File: src/w816dec_pkg.sv
// ----------------------------------------------------------------------------
// w816dec_pkg
// Types, opcode table and constants for the 65816 instruction decoder.
// ----------------------------------------------------------------------------
package w816dec_pkg;

	// Mnemonics in alphabetical order
	typedef enum logic [6:0] {
		ADC, AND, ASL, BCC, BCS, BEQ, BIT, BMI, BNE, BPL, BRA, BRK, BRL, BVC, BVS,
		CLC, CLD, CLI, CLV, CMP, COP, CPX, CPY, DEC, DEX, DEY, EOR, INC, INX, INY,
		JML, JMP, JSL, JSR, LDA, LDX, LDY, LSR, MVN, MVP, NOP, ORA, PEA, PEI, PER,
		PHA, PHB, PHD, PHK, PHP, PHX, PHY, PLA, PLB, PLD, PLP, PLX, PLY, REP, ROL,
		ROR, RTI, RTL, RTS, SBC, SEC, SED, SEI, SEP, STA, STP, STX, STY, STZ, TAX,
		TAY, TCD, TCS, TDC, TRB, TSB, TSC, TSX, TXA, TXS, TXY, TYA, TYX, WAI, WDM,
		XBA, XCE
	} mnem_t;

	// Addressing modes
	typedef enum logic [4:0] {
		IMP, MOV, SR, SRY, DIX, DP, IMM, ABS, ABL, REL, RLL, DIN, DIY, DIL, DLY,
		DPX, ABY, ABX, ALX, AIX, AIN, AIL, DPY
	} amode_t;

	typedef struct packed {
		mnem_t  mn;
		amode_t md;
	} op_entry_t;

	// Decoded word handed to the output register
	typedef struct packed {
		mnem_t       mn;
		amode_t      md;
		logic [2:0]  len;
		logic [23:0] value;
		logic        ends;
	} dec_result_t;

	// Status masks: M or E, X or E
	localparam logic [8:0]  ST_M_E_MASK = 9'h120;
	localparam logic [8:0]  ST_X_E_MASK = 9'h110;
	localparam logic [15:0] REL_BIAS    = 16'd2;
	localparam logic [15:0] RLL_BIAS    = 16'd3;

	localparam op_entry_t OPTAB [256] = '{
		'{BRK,IMM},'{ORA,DIX},'{COP,IMM},'{ORA,SR},'{TSB,DP},'{ORA,DP},'{ASL,DP},'{ORA,DIL},
		'{PHP,IMP},'{ORA,IMM},'{ASL,IMP},'{PHD,IMP},'{TSB,ABS},'{ORA,ABS},'{ASL,ABS},'{ORA,ABL},
		'{BPL,REL},'{ORA,DIY},'{ORA,DIN},'{ORA,SRY},'{TRB,DP},'{ORA,DPX},'{ASL,DPX},'{ORA,DLY},
		'{CLC,IMP},'{ORA,ABY},'{INC,IMP},'{TCS,IMP},'{TRB,ABS},'{ORA,ABX},'{ASL,ABX},'{ORA,ALX},
		'{JSR,ABS},'{AND,DIX},'{JSL,ABL},'{AND,SR},'{BIT,DP},'{AND,DP},'{ROL,DP},'{AND,DIL},
		'{PLP,IMP},'{AND,IMM},'{ROL,IMP},'{PLD,IMP},'{BIT,ABS},'{AND,ABS},'{ROL,ABS},'{AND,ABL},
		'{BMI,REL},'{AND,DIY},'{AND,DIN},'{AND,SRY},'{BIT,DPX},'{AND,DPX},'{ROL,DPX},'{AND,DLY},
		'{SEC,IMP},'{AND,ABY},'{DEC,IMP},'{TSC,IMP},'{BIT,ABX},'{AND,ABX},'{ROL,ABX},'{AND,ALX},
		'{RTI,IMP},'{EOR,DIX},'{WDM,IMM},'{EOR,SR},'{MVP,MOV},'{EOR,DP},'{LSR,DP},'{EOR,DIL},
		'{PHA,IMP},'{EOR,IMM},'{LSR,IMP},'{PHK,IMP},'{JMP,ABS},'{EOR,ABS},'{LSR,ABS},'{EOR,ABL},
		'{BVC,REL},'{EOR,DIY},'{EOR,DIN},'{EOR,SRY},'{MVN,MOV},'{EOR,DPX},'{LSR,DPX},'{EOR,DLY},
		'{CLI,IMP},'{EOR,ABY},'{PHY,IMP},'{TCD,IMP},'{JML,ABL},'{EOR,ABX},'{LSR,ABX},'{EOR,ALX},
		'{RTS,IMP},'{ADC,DIX},'{PER,RLL},'{ADC,SR},'{STZ,DP},'{ADC,DP},'{ROR,DP},'{ADC,DIL},
		'{PLA,IMP},'{ADC,IMM},'{ROR,IMP},'{RTL,IMP},'{JMP,AIN},'{ADC,ABS},'{ROR,ABS},'{ADC,ABL},
		'{BVS,REL},'{ADC,DIY},'{ADC,DIN},'{ADC,SRY},'{STZ,DPX},'{ADC,DPX},'{ROR,DPX},'{ADC,DLY},
		'{SEI,IMP},'{ADC,ABY},'{PLY,IMP},'{TDC,IMP},'{JMP,AIX},'{ADC,ABX},'{ROR,ABX},'{ADC,ALX},
		'{BRA,REL},'{STA,DIX},'{BRL,RLL},'{STA,SR},'{STY,DP},'{STA,DP},'{STX,DP},'{STA,DIL},
		'{DEY,IMP},'{BIT,IMM},'{TXA,IMP},'{PHB,IMP},'{STY,ABS},'{STA,ABS},'{STX,ABS},'{STA,ABL},
		'{BCC,REL},'{STA,DIY},'{STA,DIN},'{STA,SRY},'{STY,DPX},'{STA,DPX},'{STX,DPY},'{STA,DLY},
		'{TYA,IMP},'{STA,ABY},'{TXS,IMP},'{TXY,IMP},'{STZ,ABS},'{STA,ABX},'{STZ,ABX},'{STA,ALX},
		'{LDY,IMM},'{LDA,DIX},'{LDX,IMM},'{LDA,SR},'{LDY,DP},'{LDA,DP},'{LDX,DP},'{LDA,DIL},
		'{TAY,IMP},'{LDA,IMM},'{TAX,IMP},'{PLB,IMP},'{LDY,ABS},'{LDA,ABS},'{LDX,ABS},'{LDA,ABL},
		'{BCS,REL},'{LDA,DIY},'{LDA,DIN},'{LDA,SRY},'{LDY,DPX},'{LDA,DPX},'{LDX,DPY},'{LDA,DLY},
		'{CLV,IMP},'{LDA,ABY},'{TSX,IMP},'{TYX,IMP},'{LDY,ABX},'{LDA,ABX},'{LDX,ABY},'{LDA,ALX},
		'{CPY,IMM},'{CMP,DIX},'{REP,IMM},'{CMP,SR},'{CPY,DP},'{CMP,DP},'{DEC,DP},'{CMP,DIL},
		'{INY,IMP},'{CMP,IMM},'{DEX,IMP},'{WAI,IMP},'{CPY,ABS},'{CMP,ABS},'{DEC,ABS},'{CMP,ABL},
		'{BNE,REL},'{CMP,DIY},'{CMP,DIN},'{CMP,SRY},'{PEI,DIN},'{CMP,DPX},'{DEC,DPX},'{CMP,DLY},
		'{CLD,IMP},'{CMP,ABY},'{PHX,IMP},'{STP,IMP},'{JMP,AIL},'{CMP,ABX},'{DEC,ABX},'{CMP,ALX},
		'{CPX,IMM},'{SBC,DIX},'{SEP,IMM},'{SBC,SR},'{CPX,DP},'{SBC,DP},'{INC,DP},'{SBC,DIL},
		'{INX,IMP},'{SBC,IMM},'{NOP,IMP},'{XBA,IMP},'{CPX,ABS},'{SBC,ABS},'{INC,ABS},'{SBC,ABL},
		'{BEQ,REL},'{SBC,DIY},'{SBC,DIN},'{SBC,SRY},'{PEA,ABS},'{SBC,DPX},'{INC,DPX},'{SBC,DLY},
		'{SED,IMP},'{SBC,ABY},'{PLX,IMP},'{XCE,IMP},'{JSR,AIX},'{SBC,ABX},'{INC,ABX},'{SBC,ALX}
	};

	// Operand bytes per mode, immediate counted as one
	function automatic logic [1:0] mode_bytes(amode_t md);
		logic [1:0] nb;
		unique case (md)
			IMP:                          nb = 2'd0;
			MOV, ABS, RLL, ABY, ABX,
			AIX, AIN, AIL:                nb = 2'd2;
			ABL, ALX:                     nb = 2'd3;
			SR, SRY, DIX, DP, IMM, REL,
			DIN, DIY, DIL, DLY, DPX, DPY: nb = 2'd1;
			default:                      nb = 2'd0;
		endcase
		return nb;
	endfunction

endpackage

File: src/w816dec_operand.sv
// ----------------------------------------------------------------------------
// w816dec_operand
// Length, operand value, branch target and block-end flag for one decoded
// opcode entry.
// ----------------------------------------------------------------------------
module w816dec_operand
	import w816dec_pkg::*;
(
	input  op_entry_t   entry,
	input  logic [7:0]  operand_one,
	input  logic [7:0]  operand_two,
	input  logic [7:0]  operand_three,
	input  logic [23:0] instr_address,
	input  logic [8:0]  status_bits,
	output dec_result_t result
);

	logic        mop;
	logic        xop;
	logic [1:0]  nb;
	logic [15:0] addend;
	logic [15:0] bias;
	logic [15:0] target;

	// Immediate width from M/X and E
	always_comb begin
		mop = (entry.mn == ORA) || (entry.mn == AND) || (entry.mn == EOR) ||
		      (entry.mn == ADC) || (entry.mn == BIT) || (entry.mn == LDA) ||
		      (entry.mn == CMP) || (entry.mn == SBC);
		xop = (entry.mn == LDY) || (entry.mn == LDX) || (entry.mn == CPY) ||
		      (entry.mn == CPX);
		nb  = mode_bytes(entry.md);
		if (entry.md == IMM &&
		    ((mop && (status_bits & ST_M_E_MASK) == 9'd0) ||
		     (xop && (status_bits & ST_X_E_MASK) == 9'd0)))
			nb = 2'd2;
	end

	// Relative target: 16-bit sum of address, offset and bias, bank kept
	always_comb begin
		if (entry.md == REL) begin
			addend = {{8{operand_one[7]}}, operand_one};
			bias   = REL_BIAS;
		end else begin
			addend = {operand_two, operand_one};
			bias   = RLL_BIAS;
		end
		target = instr_address[15:0] + addend + bias;
	end

	// Length, block-end flag and operand value
	always_comb begin
		result.mn   = entry.mn;
		result.md   = entry.md;
		result.len  = {1'b0, nb} + 3'd1;
		result.ends = (entry.mn == RTI) || (entry.mn == RTS) || (entry.mn == RTL) ||
		              (entry.mn == WAI) || (entry.mn == STP) || (entry.md == AIX) ||
		              (entry.md == AIN) || (entry.md == AIL);
		if (entry.md == REL || entry.md == RLL) begin
			result.value = {instr_address[23:16], target};
		end else begin
			unique case (nb)
				2'd0: result.value = 24'd0;
				2'd1: result.value = {16'd0, operand_one};
				2'd2: result.value = {8'd0, operand_two, operand_one};
				2'd3: result.value = {operand_three, operand_two, operand_one};
				default: result.value = 24'd0;
			endcase
		end
	end

endmodule

File: src/sixteen_bit_6502_opcode_decoder_top.sv
// Input word goes through the opcode ROM read and the operand stage to the output word.
// One word per cycle unless the output stalls; the synchronous ROM reads on advance.
// A stalled output holds the whole two-stage pipe; input ready follows output space.
// Reset clears only the stage valid bits; payload registers are not reset.
// ----------------------------------------------------------------------------
// sixteen_bit_6502_opcode_decoder_top
// 65816 instruction decoder: opcode ROM lookup followed by operand assembly
// and branch target calculation, on a streaming interface.
// ----------------------------------------------------------------------------
module sixteen_bit_6502_opcode_decoder_top
	import w816dec_pkg::*;
(
	input  logic        clk,
	input  logic        arst_n,
	input  logic        s_axis_tvalid,
	output logic        s_axis_tready,
	// [7:0] opcode_byte, [15:8] operand_one, [23:16] operand_two,
	// [31:24] operand_three, [55:32] instr_address, [64:56] status_bits, rest zero
	input  logic [71:0] s_axis_tdata,
	output logic        m_axis_tvalid,
	input  logic        m_axis_tready,
	// [6:0] mnemonic_index, [11:7] address_mode, [14:12] instr_length,
	// [38:15] operand_value, [39] zero
	output logic [39:0] m_axis_tdata,
	output logic        m_axis_tlast       // ends_block
);

	logic        advance;
	logic        vld_s1;
	logic        vld_s2;
	op_entry_t   entry_s1;
	logic [23:0] bytes_s1;
	logic [23:0] addr_s1;
	logic [8:0]  status_s1;
	dec_result_t result;
	dec_result_t result_s2;

	// Pipe moves whenever the output register is free or being taken
	assign advance       = !vld_s2 || m_axis_tready;
	assign s_axis_tready = advance;

	// Stage valid bits
	always_ff @(posedge clk or negedge arst_n) begin
		if (!arst_n) begin
			vld_s1 <= 1'b0;
			vld_s2 <= 1'b0;
		end else if (advance) begin
			vld_s1 <= s_axis_tvalid;
			vld_s2 <= vld_s1;
		end
	end

	// Opcode ROM, registered read, plus operand bytes alongside
	always_ff @(posedge clk) begin
		if (advance) begin
			entry_s1  <= OPTAB[s_axis_tdata[7:0]];
			bytes_s1  <= s_axis_tdata[31:8];
			addr_s1   <= s_axis_tdata[55:32];
			status_s1 <= s_axis_tdata[64:56];
		end
	end

	w816dec_operand u_operand (
		.entry         (entry_s1),
		.operand_one   (bytes_s1[7:0]),
		.operand_two   (bytes_s1[15:8]),
		.operand_three (bytes_s1[23:16]),
		.instr_address (addr_s1),
		.status_bits   (status_s1),
		.result        (result)
	);

	// Output register
	always_ff @(posedge clk) begin
		if (advance)
			result_s2 <= result;
	end

	assign m_axis_tvalid = vld_s2;
	assign m_axis_tdata  = {1'b0, result_s2.value, result_s2.len,
	                        result_s2.md, result_s2.mn};
	assign m_axis_tlast  = result_s2.ends;

endmodule

File: config.mk
export PLATFORM = sky130hd
export DESIGN_NAME = sixteen_bit_6502_opcode_decoder_top
export DESIGN_NICKNAME = d
export VERILOG_FILES = /design/src/w816dec_pkg.sv /design/src/w816dec_operand.sv /design/src/sixteen_bit_6502_opcode_decoder_top.sv
export SDC_FILE = /design/constraint.sdc
export NUM_CORES = 1
export LEC_CHECK = 0
export BUFFER_PORTS_ARGS = -buffer_cell sky130_fd_sc_hd__buf_2
export CORE_MARGIN = 2
export CORE_UTILIZATION = 31
export DETAILED_ROUTE_END_ITERATION = 8
export PLACE_DENSITY = 0.5
export SYNTH_ARGS = -nofsm -noshare
export SYNTH_HDL_FRONTEND = slang
export SYNTH_SLANG_ARGS = --single-unit
export TNS_END_PERCENT = 100
File: constraint.sdc
create_clock -name clk -period 4.6 [get_ports clk]
set_input_delay 0.23 -clock clk [delete_from_list [all_inputs] [get_ports clk]]
set_output_delay 0.23 -clock clk [all_outputs]
set_load 0.03 [all_outputs]
==> impl_metrics.ini <==
[status]
outcome = finished, final reports clean

[pwr]
power.switching_w = 0.00104
p_seq_share_pct = 42.4
powerDensity_nw_per_um2 = 364
pwr-share-comb_pct = 32.2
switching_share_pct = 34.4
leakagePower_nw = 3.20
ir_worst_vdd_mv = 0.246
clockPowerShare_pct = 25.4
p_int_w = 0.00199

[cells_and_area]
area_growth_pct = 13.6
antenna_cells = 0
fin_cells = 1150
fillCellCount = 2445
drive_above_1_share_pct = 18.7
final_nets = 943

[place]
port_buffers = 104
dpl.hpwl_mm = 14.8
dp_cells = 1133
place_congestion = 0.911

[sta]
slew_headroom_pct = 39.4
period_share_pct = 78.8
post-route-min-period_ps = 3630
fin_worst_skew_ps = 9.52
finalHoldViolCount = 0
finalSetupTns_ps = 0
final_max_slew_viol_count = 0
setup_violations = 0
worst_pin_slew_ps = 909
rsz0062_at_grt = no
fmax_ghz = 0.276

[critical_path]
cp.arrival_ps = 3730
crit_path_end_kind = flip-flop
path_max_fanout = 10
start_kind = flip-flop
r2r_setup_slack_ps = 970
cp.required_ps = 4710
critPathKind = reg -> reg

[drt]
finalWirelength_mm = 21.4
dr.first_iter.drc_count = 671
viasPerCell = 5.55
antenna_left = 0
firstDrtPassIters = 5
avgRoutedWirePerCell_microns = 18.6
vias = 6388
drc_errors = 0

[run]
cap_viol_max_count = 0

[floorplanning]
io-pin-count = 119
die_area_sq_um = 24800
fp.coreArea_sq_um = 23300
die_w_microns = 158
die_h_microns = 158
std_cell_rows = 56
initial_core_util_pct = 31.3

[global_route]
grt_pass1_wl_mm = 33.1
antenna_found_initial = 0
grt_pass1_vias = 5926
track_usage_pct = 17.0
grt_max_degree = 69
grt_remaining_overflow = 0

[synth]
syn_avg_cell_area_sq_um = 9.62
synth_flop_cell = edfxtp_1
synth_top_area_share_pct = 42.3
ys_seq_area_share_pct = 43.0
ys_types = 87
synth_area_leader_cell = edfxtp_1
synth_cells = 760
yosysMostFrequentCell = edfxtp_1
synth_fp_nets = 877
async_reset_ff_share_pct = 1.90
ys_ff_latch = 105
ys.warnings.count = 0
synth_area_leaders = edfxtp_1, ha_1, a21oi_1
yosys-top-cells-count = edfxtp_1, a21oi_1, nand2_1
netlist_area_sq_um = 7310
synth_edf_count = 103

[worst_hold_path]
hp-class = in -> reg

[clock_network]
clk_path_buf_depth = 2
cts_tree = done
cts-resized-gates = 0
clk_latency_ps = 350
clock-root-buffer = clkbuf_16
clock_sinks = 105
cts.clk_slew.worst_paths_ps = 70
htreeDepth = 3
cts_buffers = 9
-- layout make-up --
class                           instances  area [sq um]  share of cell area [%]
Inverter                               19          71.3                   0.858
Clock inverter                          6          67.6                   0.813
Timing Repair Buffer                  114           598                    7.20
Tap cell                              319           399                    4.80
Sequential cell                       105          3140                    37.8
Clock buffer                           10           229                    2.76
Multi-Input combinational cell        577          3800                    45.7
-- cells in the final DEF (no fill, tap or decap), drive strengths merged, types with 4 or more instances in the layout --
| cell | count |
|---|---|
| o21ai | 80 |
| or3 | 4 |
| clkbuf | 10 |
| mux2i | 4 |
| ha | 39 |
| clkinv | 5 |
| or2 | 4 |
| and3 | 4 |
| nand3 | 12 |
| a31oi | 9 |
| inv | 18 |
| nor2b | 11 |
| o32ai | 6 |
| nand2b | 25 |
| a21oi | 69 |
| o211ai | 8 |
| nor3 | 21 |
| a221oi | 9 |
| a311oi | 5 |
| a21o | 17 |
| nand2 | 68 |
| o311ai | 4 |
| o22ai | 9 |
| edfxtp | 103 |
| buf | 113 |
| a211o | 7 |
| nor2 | 50 |
| o221ai | 8 |
| xnor2 | 11 |
| a211oi | 11 |
| a22o | 12 |
| and2 | 5 |
-- state kept, by name, indices dropped and copies added, names as in the netlist --
signal / cells
addr_s1: 24
status_s1: 3
bytes_s1: 24
m_axis_tlast: 1
entry_s1: 12
vld_s1: 1
m_axis_tdata: 39
m_axis_tvalid: 1
-- worst max-delay path, stage by stage (launching register included) --
cell and delay (ps):
edfxtp_1 520, nor3b_2 230, nand2_1 300, fa_1 470, ha_1 250, inv_1 100
fa_1 190, nand2b_1 170, a21oi_2 110, o2111ai_1 330, a21oi_1 140, or3_1 320
a32o_1 240
-- per-layer routing --
metal	up-vias	routed length [microns]	track usage [%]
met5	-	0	0
met4	0	405	5.24
met3	28	1780	3.00
met2	283	9600	26.4
met1	3030	9640	24.1
li1	3047	-	-
-- what timing repair did --
item | in CTS | in global routing
buffers inserted | 0 | 0
hold endpoints to repair | 2 | 0
hold buffers | 1 | 0
-- kinds of logic after synthesis --
| group | share of synthesized area, % |
|---|---|
| DFF | 43.0 |
| muxes | 0.856 |
| buffers and inverters | 5.13 |
| other | 0.0513 |
| AOI/OAI and AO/OA | 27.0 |
| and+or+nand+nor | 15.2 |
| adders and majority gates | 7.22 |
| xor gates and xnor gates | 1.56 |
-- through the flow --
step	instance area (sq um)	total power [W]	utilization (%)	setup WS (ps)	hold slack, ps
floorplan	7310	0.00202	-	840	-65.6
global placement	8000	0.00228	34.3	979	18.3
detailed placement	8000	0.00228	34.3	990	18.8
CTS	8310	0.00306	35.6	972	35.1
global route	8310	0.00319	35.6	750	29.7
finish	8310	0.00303	35.6	974	50.6
-- final timing paths --
path | from | to | cells after the start
min in group asynchronous | arst_n | m_axis_tvalid$_DFFE_PN0P_ | 2
max in group asynchronous | arst_n | vld_s1$_DFFE_PN0P_ | 2
max reg2reg | entry_s1[4]$_DFFE_PP_ | m_axis_tdata[28]$_DFFE_PP_ | 12
max | entry_s1[4]$_DFFE_PP_ | m_axis_tdata[28]$_DFFE_PP_ | 12
min reg2reg | vld_s1$_DFFE_PN0P_ | m_axis_tvalid$_DFFE_PN0P_ | 1
min | s_axis_tdata[36] | addr_s1[4]$_DFFE_PP_ | 1
-- power by group through the flow --
stage	registers [W]	logic (W)	clock network, W
2_1_floorplan	0.00144	0.000574	0
3_3_place_gp	0.00131	0.000970	0
3_5_place_dp	0.00131	0.000970	0
4_1_cts	0.00129	0.000975	0.000793
5_1_grt	0.00130	0.00107	0.000823
6_report	0.00128	0.000973	0.000769
No activity file was read; power rests on OpenSTA's default activity.
